**src/hdl/mtr_pkg.sv**
```systemverilog
// types, constants and helpers shared by the tree rewriter files
package mtr_pkg;

  localparam int SYM_W       = 8;
  localparam int CNT_W       = 2;
  localparam int PARAM_W     = 32;
  localparam int DRAW_W      = 16;
  localparam int RATIO_W     = 17;
  localparam int ANGLE_W     = 25;
  localparam int PROD_W      = PARAM_W + RATIO_W;
  localparam int STEP_W      = 3;

  localparam int IN_W        = SYM_W + CNT_W + 2 * PARAM_W + DRAW_W;
  localparam int IN_TDATA_W  = ((IN_W + 7) / 8) * 8;
  localparam int OUT_W       = SYM_W + CNT_W + 2 * PARAM_W;
  localparam int OUT_TDATA_W = ((OUT_W + 7) / 8) * 8;

  localparam int CFG_INDEX_W = 3;
  localparam int CFG_DATA_W  = ANGLE_W;

  // register indexes
  localparam logic [CFG_INDEX_W-1:0] REG_MAJOR_RATIO   = 3'd0;
  localparam logic [CFG_INDEX_W-1:0] REG_LATERAL_RATIO = 3'd1;
  localparam logic [CFG_INDEX_W-1:0] REG_BRANCH_ANGLE  = 3'd2;
  localparam logic [CFG_INDEX_W-1:0] REG_LATERAL_ANGLE = 3'd3;
  localparam logic [CFG_INDEX_W-1:0] REG_DIVERGENCE    = 3'd4;
  localparam logic [CFG_INDEX_W-1:0] REG_WIDTH_RATIO   = 3'd5;
  localparam logic [CFG_INDEX_W-1:0] REG_FIRE_PROB     = 3'd6;

  // register reset values
  localparam logic [RATIO_W-1:0] RST_MAJOR_RATIO   = 17'd58982;
  localparam logic [RATIO_W-1:0] RST_LATERAL_RATIO = 17'd39322;
  localparam logic [ANGLE_W-1:0] RST_BRANCH_ANGLE  = 25'd2949120;
  localparam logic [ANGLE_W-1:0] RST_LATERAL_ANGLE = 25'd2949120;
  localparam logic [ANGLE_W-1:0] RST_DIVERGENCE    = 25'd9011200;
  localparam logic [RATIO_W-1:0] RST_WIDTH_RATIO   = 17'd46334;
  localparam logic [DRAW_W-1:0]  RST_FIRE_PROB     = 16'd58982;

  // symbol codes
  localparam logic [SYM_W-1:0] SYM_A       = 8'h41;
  localparam logic [SYM_W-1:0] SYM_B       = 8'h42;
  localparam logic [SYM_W-1:0] SYM_C       = 8'h43;
  localparam logic [SYM_W-1:0] SYM_WIDTH   = 8'h21;
  localparam logic [SYM_W-1:0] SYM_FORWARD = 8'h46;
  localparam logic [SYM_W-1:0] SYM_PUSH    = 8'h5B;
  localparam logic [SYM_W-1:0] SYM_POP     = 8'h5D;
  localparam logic [SYM_W-1:0] SYM_PITCH   = 8'h26;
  localparam logic [SYM_W-1:0] SYM_ROLL    = 8'h3E;
  localparam logic [SYM_W-1:0] SYM_LEVEL   = 8'h24;
  localparam logic [SYM_W-1:0] SYM_RIGHT   = 8'h2D;
  localparam logic [SYM_W-1:0] SYM_LEFT    = 8'h2B;

  localparam logic [CNT_W-1:0] CNT_NONE = 2'd0;
  localparam logic [CNT_W-1:0] CNT_ONE  = 2'd1;
  localparam logic [CNT_W-1:0] CNT_TWO  = 2'd2;

  typedef enum logic [1:0] {
    MODE_PASS = 2'd0,
    MODE_A    = 2'd1,
    MODE_B    = 2'd2,
    MODE_C    = 2'd3
  } mode_t;

  // first member in the highest bits, so the symbol code lands lowest
  typedef struct packed {
    logic [DRAW_W-1:0]  random_draw;
    logic [PARAM_W-1:0] param_second;
    logic [PARAM_W-1:0] param_first;
    logic [CNT_W-1:0]   param_count;
    logic [SYM_W-1:0]   symbol_code;
  } in_item_t;

  typedef struct packed {
    logic [PARAM_W-1:0] out_param_second;
    logic [PARAM_W-1:0] out_param_first;
    logic [CNT_W-1:0]   out_param_count;
    logic [SYM_W-1:0]   out_symbol_code;
  } out_item_t;

  typedef struct packed {
    logic      last_of_run;
    out_item_t item;
  } result_t;

  typedef struct packed {
    mode_t              mode;
    logic [SYM_W-1:0]   sym;
    logic [CNT_W-1:0]   cnt;
    logic [PARAM_W-1:0] len;
    logic [PARAM_W-1:0] wid;
    logic [PARAM_W-1:0] len_lateral;
    logic [PARAM_W-1:0] len_major;
    logic [PARAM_W-1:0] wid_child;
  } work_t;

  typedef struct packed {
    logic [ANGLE_W-1:0] branch_angle;
    logic [ANGLE_W-1:0] lateral_angle;
    logic [ANGLE_W-1:0] divergence_angle;
  } angles_t;

  // truncating q16.16 by q1.16 scale, saturating at the top of 32 bits
  function automatic logic [PARAM_W-1:0] scale_q(input logic [PARAM_W-1:0] p,
                                                 input logic [RATIO_W-1:0] r);
    logic [PROD_W-1:0] prod;
    prod = {{RATIO_W{1'b0}}, p} * {{PARAM_W{1'b0}}, r};
    if (prod[PROD_W-1]) begin
      return {PARAM_W{1'b1}};
    end
    return prod[PROD_W-2:16];
  endfunction

  function automatic logic [PARAM_W-1:0] angle_param(input logic [ANGLE_W-1:0] a);
    return {{(PARAM_W - ANGLE_W){1'b0}}, a};
  endfunction

endpackage

```
**src/hdl/mtr_expand.sv**
```systemverilog
// picks the result for one step of a rewritten or passed-through symbol
module mtr_expand (
  input  mtr_pkg::work_t                  work,
  input  logic [mtr_pkg::STEP_W-1:0]      step,
  input  mtr_pkg::angles_t                angles,
  output mtr_pkg::result_t                res
);
  import mtr_pkg::*;

  logic [SYM_W-1:0] turn_sym;
  logic [SYM_W-1:0] child_sym;

  function automatic result_t mk(input logic [SYM_W-1:0] s, input logic [CNT_W-1:0] c,
                                 input logic [PARAM_W-1:0] p1,
                                 input logic [PARAM_W-1:0] p2, input logic last);
    result_t r;
    r.last_of_run           = last;
    r.item.out_symbol_code  = s;
    r.item.out_param_count  = c;
    r.item.out_param_first  = p1;
    r.item.out_param_second = p2;
    return r;
  endfunction

  assign turn_sym  = (work.mode == MODE_B) ? SYM_RIGHT : SYM_LEFT;
  assign child_sym = (work.mode == MODE_B) ? SYM_C : SYM_B;

  always_comb begin
    res = mk(work.sym, work.cnt, work.len, work.wid, 1'b1);
    if (work.mode != MODE_PASS) begin
      case (step)
        3'd0: res = mk(SYM_WIDTH, CNT_ONE, work.wid, '0, 1'b0);
        3'd1: res = mk(SYM_FORWARD, CNT_ONE, work.len, '0, 1'b0);
        3'd2: res = mk(SYM_PUSH, CNT_NONE, '0, '0, 1'b0);
        3'd3: begin
          if (work.mode == MODE_A) begin
            res = mk(SYM_PITCH, CNT_ONE, angle_param(angles.branch_angle), '0, 1'b0);
          end else begin
            res = mk(turn_sym, CNT_ONE, angle_param(angles.lateral_angle), '0, 1'b0);
          end
        end
        3'd4: begin
          if (work.mode == MODE_A) begin
            res = mk(SYM_B, CNT_TWO, work.len_lateral, work.wid_child, 1'b0);
          end else begin
            res = mk(SYM_LEVEL, CNT_NONE, '0, '0, 1'b0);
          end
        end
        3'd5: begin
          if (work.mode == MODE_A) begin
            res = mk(SYM_POP, CNT_NONE, '0, '0, 1'b0);
          end else begin
            res = mk(child_sym, CNT_TWO, work.len_lateral, work.wid_child, 1'b0);
          end
        end
        3'd6: begin
          if (work.mode == MODE_A) begin
            res = mk(SYM_ROLL, CNT_ONE, angle_param(angles.divergence_angle), '0, 1'b0);
          end else begin
            res = mk(SYM_POP, CNT_NONE, '0, '0, 1'b0);
          end
        end
        3'd7: begin
          if (work.mode == MODE_A) begin
            res = mk(SYM_A, CNT_TWO, work.len_major, work.wid_child, 1'b1);
          end else begin
            res = mk(child_sym, CNT_TWO, work.len_major, work.wid_child, 1'b1);
          end
        end
        default: res = mk(work.sym, work.cnt, work.len, work.wid, 1'b1);
      endcase
    end
  end

endmodule

```
**src/hdl/monopodial_tree_rewrite.sv**
```systemverilog
// Rewrites one parametric symbol per input transaction under a monopodial tree grammar.
// An item passes an input register, a scaling stage (three 32x17 multiplies, registered)
// and an output register, in that order.
// Symbols that pass through stream at one per cycle while the output is not stalled;
// a rewritten A, B or C holds the scaling stage while its eight results leave one per
// cycle through the output register, unless stalled, and the next item waits in the
// input register. Configuration writes are always ready and take effect next cycle.
module monopodial_tree_rewrite (
  input  logic                                clk,
  input  logic                                rst,
  // symbol_code, param_count, param_first, param_second, random_draw
  input  logic [mtr_pkg::IN_TDATA_W-1:0]      s_tdata,
  input  logic                                s_tvalid,
  output logic                                s_tready,
  // out_symbol_code, out_param_count, out_param_first, out_param_second
  output logic [mtr_pkg::OUT_TDATA_W-1:0]     m_tdata,
  output logic                                m_tlast,
  output logic                                m_tvalid,
  input  logic                                m_tready,
  input  logic                                cfg_valid,
  output logic                                cfg_ready,
  input  logic [mtr_pkg::CFG_INDEX_W-1:0]     cfg_index,
  input  logic [mtr_pkg::CFG_DATA_W-1:0]      cfg_data
);
  import mtr_pkg::*;

  logic [RATIO_W-1:0] major_ratio;
  logic [RATIO_W-1:0] lateral_ratio;
  logic [RATIO_W-1:0] width_ratio;
  logic [DRAW_W-1:0]  fire_prob;
  angles_t            angles;

  logic               in_valid;
  in_item_t           in_item;
  logic               work_valid;
  work_t              work;
  logic [STEP_W-1:0]  step;
  logic               out_valid;
  result_t            out_res;

  work_t              work_next;
  result_t            res;
  logic               out_load;
  logic               emit;
  logic               work_done;
  logic               in_move;
  logic               is_abc;
  logic               fire;
  logic [PARAM_W-1:0] len_in;
  logic [PARAM_W-1:0] wid_in;

  assign cfg_ready = 1'b1;

  always_ff @(posedge clk) begin
    if (rst) begin
      major_ratio             <= RST_MAJOR_RATIO;
      lateral_ratio           <= RST_LATERAL_RATIO;
      angles.branch_angle     <= RST_BRANCH_ANGLE;
      angles.lateral_angle    <= RST_LATERAL_ANGLE;
      angles.divergence_angle <= RST_DIVERGENCE;
      width_ratio             <= RST_WIDTH_RATIO;
      fire_prob               <= RST_FIRE_PROB;
    end else if (cfg_valid) begin
      case (cfg_index)
        REG_MAJOR_RATIO:   major_ratio             <= cfg_data[RATIO_W-1:0];
        REG_LATERAL_RATIO: lateral_ratio           <= cfg_data[RATIO_W-1:0];
        REG_BRANCH_ANGLE:  angles.branch_angle     <= cfg_data[ANGLE_W-1:0];
        REG_LATERAL_ANGLE: angles.lateral_angle    <= cfg_data[ANGLE_W-1:0];
        REG_DIVERGENCE:    angles.divergence_angle <= cfg_data[ANGLE_W-1:0];
        REG_WIDTH_RATIO:   width_ratio             <= cfg_data[RATIO_W-1:0];
        REG_FIRE_PROB:     fire_prob               <= cfg_data[DRAW_W-1:0];
        default: ;
      endcase
    end
  end

  // handshake chain: output register, then scaling stage, then input register
  assign out_load  = !out_valid || m_tready;
  assign emit      = work_valid && out_load;
  assign work_done = emit && res.last_of_run;
  assign in_move   = in_valid && (!work_valid || work_done);
  assign s_tready  = !in_valid || in_move;

  // missing parameters read as zero
  assign len_in = (in_item.param_count >= CNT_ONE) ? in_item.param_first : '0;
  assign wid_in = (in_item.param_count >= CNT_TWO) ? in_item.param_second : '0;
  assign is_abc = (in_item.symbol_code == SYM_A) || (in_item.symbol_code == SYM_B) ||
                  (in_item.symbol_code == SYM_C);
  assign fire   = is_abc && (in_item.random_draw <= fire_prob);

  always_comb begin
    work_next.sym         = in_item.symbol_code;
    work_next.cnt         = in_item.param_count;
    work_next.len         = len_in;
    work_next.wid         = wid_in;
    work_next.len_lateral = scale_q(len_in, lateral_ratio);
    work_next.len_major   = scale_q(len_in, major_ratio);
    work_next.wid_child   = scale_q(wid_in, width_ratio);
    if (!fire) begin
      work_next.mode = MODE_PASS;
    end else if (in_item.symbol_code == SYM_A) begin
      work_next.mode = MODE_A;
    end else if (in_item.symbol_code == SYM_B) begin
      work_next.mode = MODE_B;
    end else begin
      work_next.mode = MODE_C;
    end
  end

  mtr_expand u_expand (
    .work   (work),
    .step   (step),
    .angles (angles),
    .res    (res)
  );

  always_ff @(posedge clk) begin
    if (rst) begin
      in_valid   <= 1'b0;
      work_valid <= 1'b0;
      step       <= '0;
      out_valid  <= 1'b0;
    end else begin
      if (s_tvalid && s_tready) begin
        in_valid <= 1'b1;
      end else if (in_move) begin
        in_valid <= 1'b0;
      end
      if (in_move) begin
        work_valid <= 1'b1;
        step       <= '0;
      end else if (work_done) begin
        work_valid <= 1'b0;
      end else if (emit) begin
        step <= step + 1'b1;
      end
      if (emit) begin
        out_valid <= 1'b1;
      end else if (m_tready) begin
        out_valid <= 1'b0;
      end
    end
  end

  always_ff @(posedge clk) begin
    if (s_tvalid && s_tready) begin
      in_item <= s_tdata[IN_W-1:0];
    end
    if (in_move) begin
      work <= work_next;
    end
    if (emit) begin
      out_res <= res;
    end
  end

  assign m_tvalid = out_valid;
  assign m_tlast  = out_res.last_of_run;
  assign m_tdata  = {{(OUT_TDATA_W - OUT_W){1'b0}}, out_res.item};

endmodule

```
**config.mk**
```make
export PLATFORM = sky130hd
export DESIGN_NAME = monopodial_tree_rewrite
export DESIGN_NICKNAME = d
export VERILOG_FILES = /design/src/hdl/mtr_pkg.sv /design/src/hdl/mtr_expand.sv /design/src/hdl/monopodial_tree_rewrite.sv
export SDC_FILE = /design/constraint.sdc
export NUM_CORES = 2
export LEC_CHECK = 0
export BUFFER_PORTS_ARGS = -buffer_cell sky130_fd_sc_hd__buf_2
export CORE_MARGIN = 10
export CORE_UTILIZATION = 66
export DETAILED_ROUTE_END_ITERATION = 10
export PLACE_DENSITY = 0.95
export SLEW_MARGIN = 15
export SYNTH_ARGS = -nofsm -noshare
export SYNTH_HDL_FRONTEND = slang
export SYNTH_SLANG_ARGS = --single-unit
```
**constraint.sdc**
```tcl
create_clock -name clk -period 10.9 [get_ports clk]
set_input_delay 0 -clock clk [delete_from_list [all_inputs] [get_ports clk]]
set_output_delay 0 -clock clk [all_outputs]
set_load 0.05 [all_outputs]
```
# Yosys cells after proc, flatten, opt, wreduce, memory -nomap -nowiden
# Index checks and enable logic that the tools add are counted.
[op_classes] add_sub_neg=1 n_mul=3 div=0 order_cmp=3 eq_ne=18 shifts=0 muxes=28 n_bitwise=2 reduce_logical=29
[op_table] op="one-hot mux 75 bit (8 select lines)" count=1
[op_table] op="2-to-1 mux 32 bit" count=8
[op_table] op="2-to-1 mux 74 bit" count=2
[op_table] op="multiplier 32 x 17 -> 49 bit" count=3
[op_table] op="2-to-1 mux 75 bit" count=1
[op_table] op="2-to-1 mux 35 bit" count=2
[op_table] op="== test 8 x 7 -> 1 bit (second input constant)" count=3
[op_table] op="== test 3 bit (second input constant)" count=7
[op_table] op="less-or-equal comparator 16 bit" count=1
[op_table] op="AND reduction 2 bit" count=8
[op_table] op="== test 3 x 2 -> 1 bit (second input constant)" count=4
[op_table] op="2-to-1 mux 1 bit" count=12
[op_table] op="2-to-1 mux 8 bit" count=1
[op_table] op="nonzero test 2 bit" count=4
[op_table] op="== test 3 x 1 -> 1 bit (second input constant)" count=2
[op_table] op="logical NOT 3 bit" count=2
[op_table] op="logical AND 1 bit" count=5
[op_table] op="logical OR 1 bit" count=5
[op_table] op="OR reduction 2 bit" count=2
[op_table] op="adder 3 x 1 -> 3 bit (second input constant)" count=1
[op_table] op="logical NOT 1 bit" count=3
[op_table] op="2-to-1 mux 3 bit" count=1
[op_table] op="== test 2 x 1 -> 1 bit (second input constant)" count=1
[op_table] op="== test 2 bit (second input constant)" count=1
[op_table] op="3 further kinds" count=4
[word_totals] ff_bits=485 latch_bits=0 mem_bits_rw=0 romBits=0 memories=0

# Depth between registers and ports, before layout
[logic_depth] depth_word=11 ltp_mapped=32 ltp_nobuf=25

# Cells and area by module
# A second synthesis with hierarchy kept.
[unflattened] hier_cells=7605 hier_area_um2=69980.9
[modules_own_cells] module="monopodial_tree_rewrite" n_inst=1 cells_per_inst=7198 area_each_um2=67125.6
[modules_own_cells] module="mtr_expand" n_inst=1 cells_per_inst=407 area_each_um2=2855.2

# Worst setup path after synthesis
# No wires, ideal clock.
[synth_path] path_type="reg-to-reg" start="register step[0]" end="register work[0] (netlist name)" setup_time_ps=710 arrival_time_ps=8567 required_time_ps=10190 slack_ps=1623 path_stages_with_launch=8 n_path_buf=1 cell_sequence="dfxtp_1 > ha_1 > ha_1 > clkbuf_1 > nor2_1 > o21ai_0 > inv_1 > nor2_1"
[synth_via] elab_chain_len=6
[synth_lines] item="start: declaration" line="monopodial_tree_rewrite.sv:37" source="logic [STEP_W-1:0] step;"
[synth_lines] item="start signal: assignment" line="monopodial_tree_rewrite.sv:135" source="step <= step + 1'b1;"
[synth_lines] item="== test 3 bit, or another cell as far along"
[synth_lines] item="one-hot mux 75 bit (8 select lines) *" line="mtr_expand.sv:31" source="case (step)"
[synth_lines] item="2-to-1 mux 75 bit *" line="mtr_expand.sv:30" source="if (work.mode != MODE_PASS) begin"
[synth_lines] item="logical AND 1 bit *" line="monopodial_tree_rewrite.sv:80" source="assign work_done = emit && res.last_of_run;"
[synth_lines] item="logical OR 1 bit *" line="monopodial_tree_rewrite.sv:81" source="assign in_move = in_valid && (!work_valid || work_done);"
[synth_lines] item="logical AND 1 bit *" line="monopodial_tree_rewrite.sv:81"
[synth_lines] item="named net in_move" line="monopodial_tree_rewrite.sv:46" source="logic in_move;"
# The timed path passes the listed nets; every way through them passes the cells marked *.
# A chain may end at the register's enable or synchronous reset.

# Worst setup path after layout
[layout_path] start="register in_item[8] (netlist bit)" end="register work[46] (netlist name)"
[layout_via] elab_chain_len=5
[layout_lines] item="start: declaration" line="monopodial_tree_rewrite.sv:34" source="in_item_t in_item;"
[layout_lines] item="start signal: assignment" line="monopodial_tree_rewrite.sv:147" source="in_item <= s_tdata[IN_W-1:0];"
[layout_lines] item="greater-or-equal comparator 2 x 1 -> 1 bit *" line="monopodial_tree_rewrite.sv:85" source="assign len_in = (in_item.param_count >= CNT_ONE) ? in_item.param_first : '0;"
[layout_lines] item="2-to-1 mux 32 bit *" line="monopodial_tree_rewrite.sv:85"
[layout_lines] item="multiplier 32 x 17 -> 49 bit *" line="mtr_pkg.sv:106" source="prod = {{RATIO_W{1'b0}}, p} * {{PARAM_W{1'b0}}, r};"
[layout_lines] item="2-to-1 mux 1 bit" line="mtr_pkg.sv:107" source="if (prod[PROD_W-1]) begin"
[layout_lines] item="2-to-1 mux 32 bit *" line="mtr_pkg.sv:110" source="return prod[PROD_W-2:16];"
# Every way passes the cells marked *; elsewhere a longest branch is shown, timed or not.

==> reports/metrics.cfg <==
[status]
outcome=finished, violations left
failed_checks=DRC, hold timing

[power_and_ir_drop]
pwr-share-clk_pct=8.3
p_per_area_nw_per_um2=325
p_sw_mw=12.9
pwr-share-seq_pct=12.9
p_comb_share_pct=78.8
leakage_nw=37.5
internal_power_mw=11.2
peakVddDrop_uv=497
power_switching_share_pct=53.5

[cts]
root_buffer=clkbuf_16
cts_resized=0
numCtsBuffers=54
clk_latency_ns=0.70
cts_max_level=2
clk_pin_slew_worst_paths_ns=0.07
clkSinkCount=485
cts_tree=done
cts_max_path_buffers=3

[critical_path]
path_depth=26
rrSetupSlack_ns=1.04
r2r_cells=26
crit_family=adder cells
endpoint=work[46]
cp-end-kind=register
timing.rr.start=in_item[8]
path_class=reg -> reg
arrival_ns=10.28
cp_common_cell=fa_1
crit_path_top_delay_cell=and2_1
r2r_end=work[46]
path_buf_inv=6
crit_fanout=56
startpoint=in_item[8]
startpoint_type=register
cp_data_required_time_ns=11.32
max_stage_delay_ns=0.96

[timing]
fin_worst_skew_ns=0.0381
hold_viol=2
maxSlewViolCount=0
slew_headroom_pct=17.0
clock.fmax_mhz=101
setup_viol=0
fin_crit_sh_pct=90.4
grt_setup_unrepaired=no
worstMarginPinSlew_ns=1.24
whs_ns=-0.0152
fin_crit_ns=9.86
tns_ns=0

[yosys]
ys_async_sr_fraction_pct=0
ys_ff_latch=485
synth-edff-count=337
synth_ff_type=edfxtp_1
ys_warn_count=0
synth_area_um2=69000
synthCells=7431
synth-seq-area-share_pct=19.0
yosys.cell_types.count=75
avgSynthCellArea_um2=9.28

[drt]
first_pass_iters=11
viasPerCell=6.43
drtIter0Drc=8557
vias=57300
wl_per_cell_um=24.4
drc=7
ant_nets=0
wl_um=218000

[floorplanning]
rows=118
die_area_um2=118000
coreArea_um2=104000
io_pins=213
die-height_um=343
start_util_pct=66.6
die_w_um=343

[hold_path]
hold_path.class=in -> reg

[place]
gp_congestion=0.976
io_buffers=199
dp_hpwl_um=149000

[final_layout]
final_core_util_pct=71.5
drive_gt1_share_pct=6.50
area_delta_synth_final_pct=7.39
fill_cells=6557
final_nets=9325

[global_routing]
first_global_vias=62600
antenna_found_initial=30
overflow=0
track_usage_pct=37.4
grt_pass1_wl_um=339000
grt_max_degree=244

[run]
maxCapViolations=0

[layout by cell type, fill, tap and decap left out, types with 70 or more instances in the layout]
| cell | count |
|---|---|
| a21o_1 | 91 |
| and2_1 | 70 |
| o21ai_0 | 72 |
| a21oi_1 | 222 |
| buf_4 | 117 |
| and3_1 | 537 |
| inv_1 | 1589 |
| edfxtp_1 | 337 |
| fa_1 | 1341 |
| dlygate4sd3_1 | 125 |
| buf_2 | 198 |
| nor2_1 | 86 |
| nand2_1 | 1507 |
| ha_1 | 387 |
| dfxtp_1 | 144 |
[power groups by stage]
stage | combinational (mW) | sequential (mW) | clock, mW
floorplan | 12.8 | 3.11 | 0
global placement | 16.7 | 3.10 | 0
detailed placement | 17.5 | 3.12 | 0
CTS | 17.9 | 3.08 | 1.98
global route | 20.7 | 3.11 | 2.06
finish | 19.0 | 3.10 | 2.00
[stage by stage]
step	instance area [um2]	hold WS (ns)	worst slack (ns)	cells	total power, mW
2_1_floorplan	69000	0.0989	1.62	7436	15.9
3_3_place_gp	70900	0.178	1.90	8666	19.8
3_5_place_dp	70900	0.178	1.45	8666	20.7
4_1_cts	74000	0.0109	1.50	8893	22.9
5_1_grt	74100	0.0268	0.788	8902	25.9
6_report	74100	-0.0152	1.04	8909	24.1
[state kept, by name, indices dropped and copies added (netlist names)]
register / count
angles: 75
fire_prob: 16
in_item: 90
in_valid: 1
lateral_ratio: 17
m_tdata: 74
m_tlast: 1
m_tvalid: 1
major_ratio: 17
step: 3
width_ratio: 17
work: 172
work_valid: 1
[worst min path at each step]
stage                     slack [ns]      endpoint  depth (start not counted)    startpoint
final                          -0.02  fire_prob[7]                          5  cfg_index[2]
after global routing            0.03   in_item[19]                          2   s_tdata[19]
after CTS                       0.01   in_item[39]                          2   s_tdata[39]
after detailed placement        0.18   in_item[40]                          1   s_tdata[40]
after global placement          0.18   in_item[69]                          1   s_tdata[69]
after floorplan                  0.1    in_item[0]                          0    s_tdata[0]
[synth_stat cells, types with 22 or more instances]
master	instances	area (um2)
nand2_1	1507	5660
a211oi_1	38	285
mux2_2	26	293
fa_1	1341	26800
dfxtp_1	148	2960
nor3_1	24	120
a222oi_1	32	320
and2_1	69	432
xnor2_1	50	438
xor2_1	44	385
edfxtp_1	337	10100
nand3b_1	49	368
nand4_1	22	138
clkbuf_1	430	1610
o21ai_0	72	360
a21oi_1	223	1120
and3_1	537	3360
nor2_1	90	338
ha_1	388	4850
a21o_1	91	683
a22o_1	32	280
nand3_1	52	260
inv_1	1589	5960
[final cells by class]
type	count	area, um2	area share [%]
tap	1380	1730	2.33
antenna	16	40.0	0.0540
clock buffer	64	1430	1.93
sequential	485	13100	17.7
inverter	1589	5960	8.05
clock inverter	38	434	0.586
timing repair buffer	442	3160	4.27
multi-input combinational	4895	48200	65.1
[cells by family after synthesis]
group / count (synthesis) / synth area share (%)
DFF: 485 / 19.0
xor gates and xnor gates: 96 / 1.26
and+or+nand+nor: 2424 / 16.2
muxes: 29 / 0.468
other: 2 / 0.0109
adders and majority gates: 1729 / 46.0
AOI/OAI and AO/OA: 610 / 5.85
buffers and inverters: 2056 / 11.3
[metal layers]
layer / GRT usage [%] / vias up / wire (um)
met2: 55.7 / 5162 / 95300
met4: 28.7 / 24 / 20900
met1: 42.2 / 27600 / 65300
met5: 0.408 / - / 152
li1: - / 22800 / -
met3: 16.3 / 1724 / 35900
[timing repair]
item                      in CTS  in global routing
buffers inserted               0                  0
hold buffers                 125                  0
hold endpoints to repair     235                  0
[worst register-to-register path: cells and delay by family (launching register included)]
family                   cells  cell delay [ns]
buffers and inverters        6             0.58
adder cells (fa/ha/maj)      7             3.42
AND/OR/NAND/NOR              8             3.25
AO/OA/AOI/OAI                4             0.96
XOR/XNOR                     1             0.82
flip-flops                   1             0.57
(Power assumes the default switching activity.)
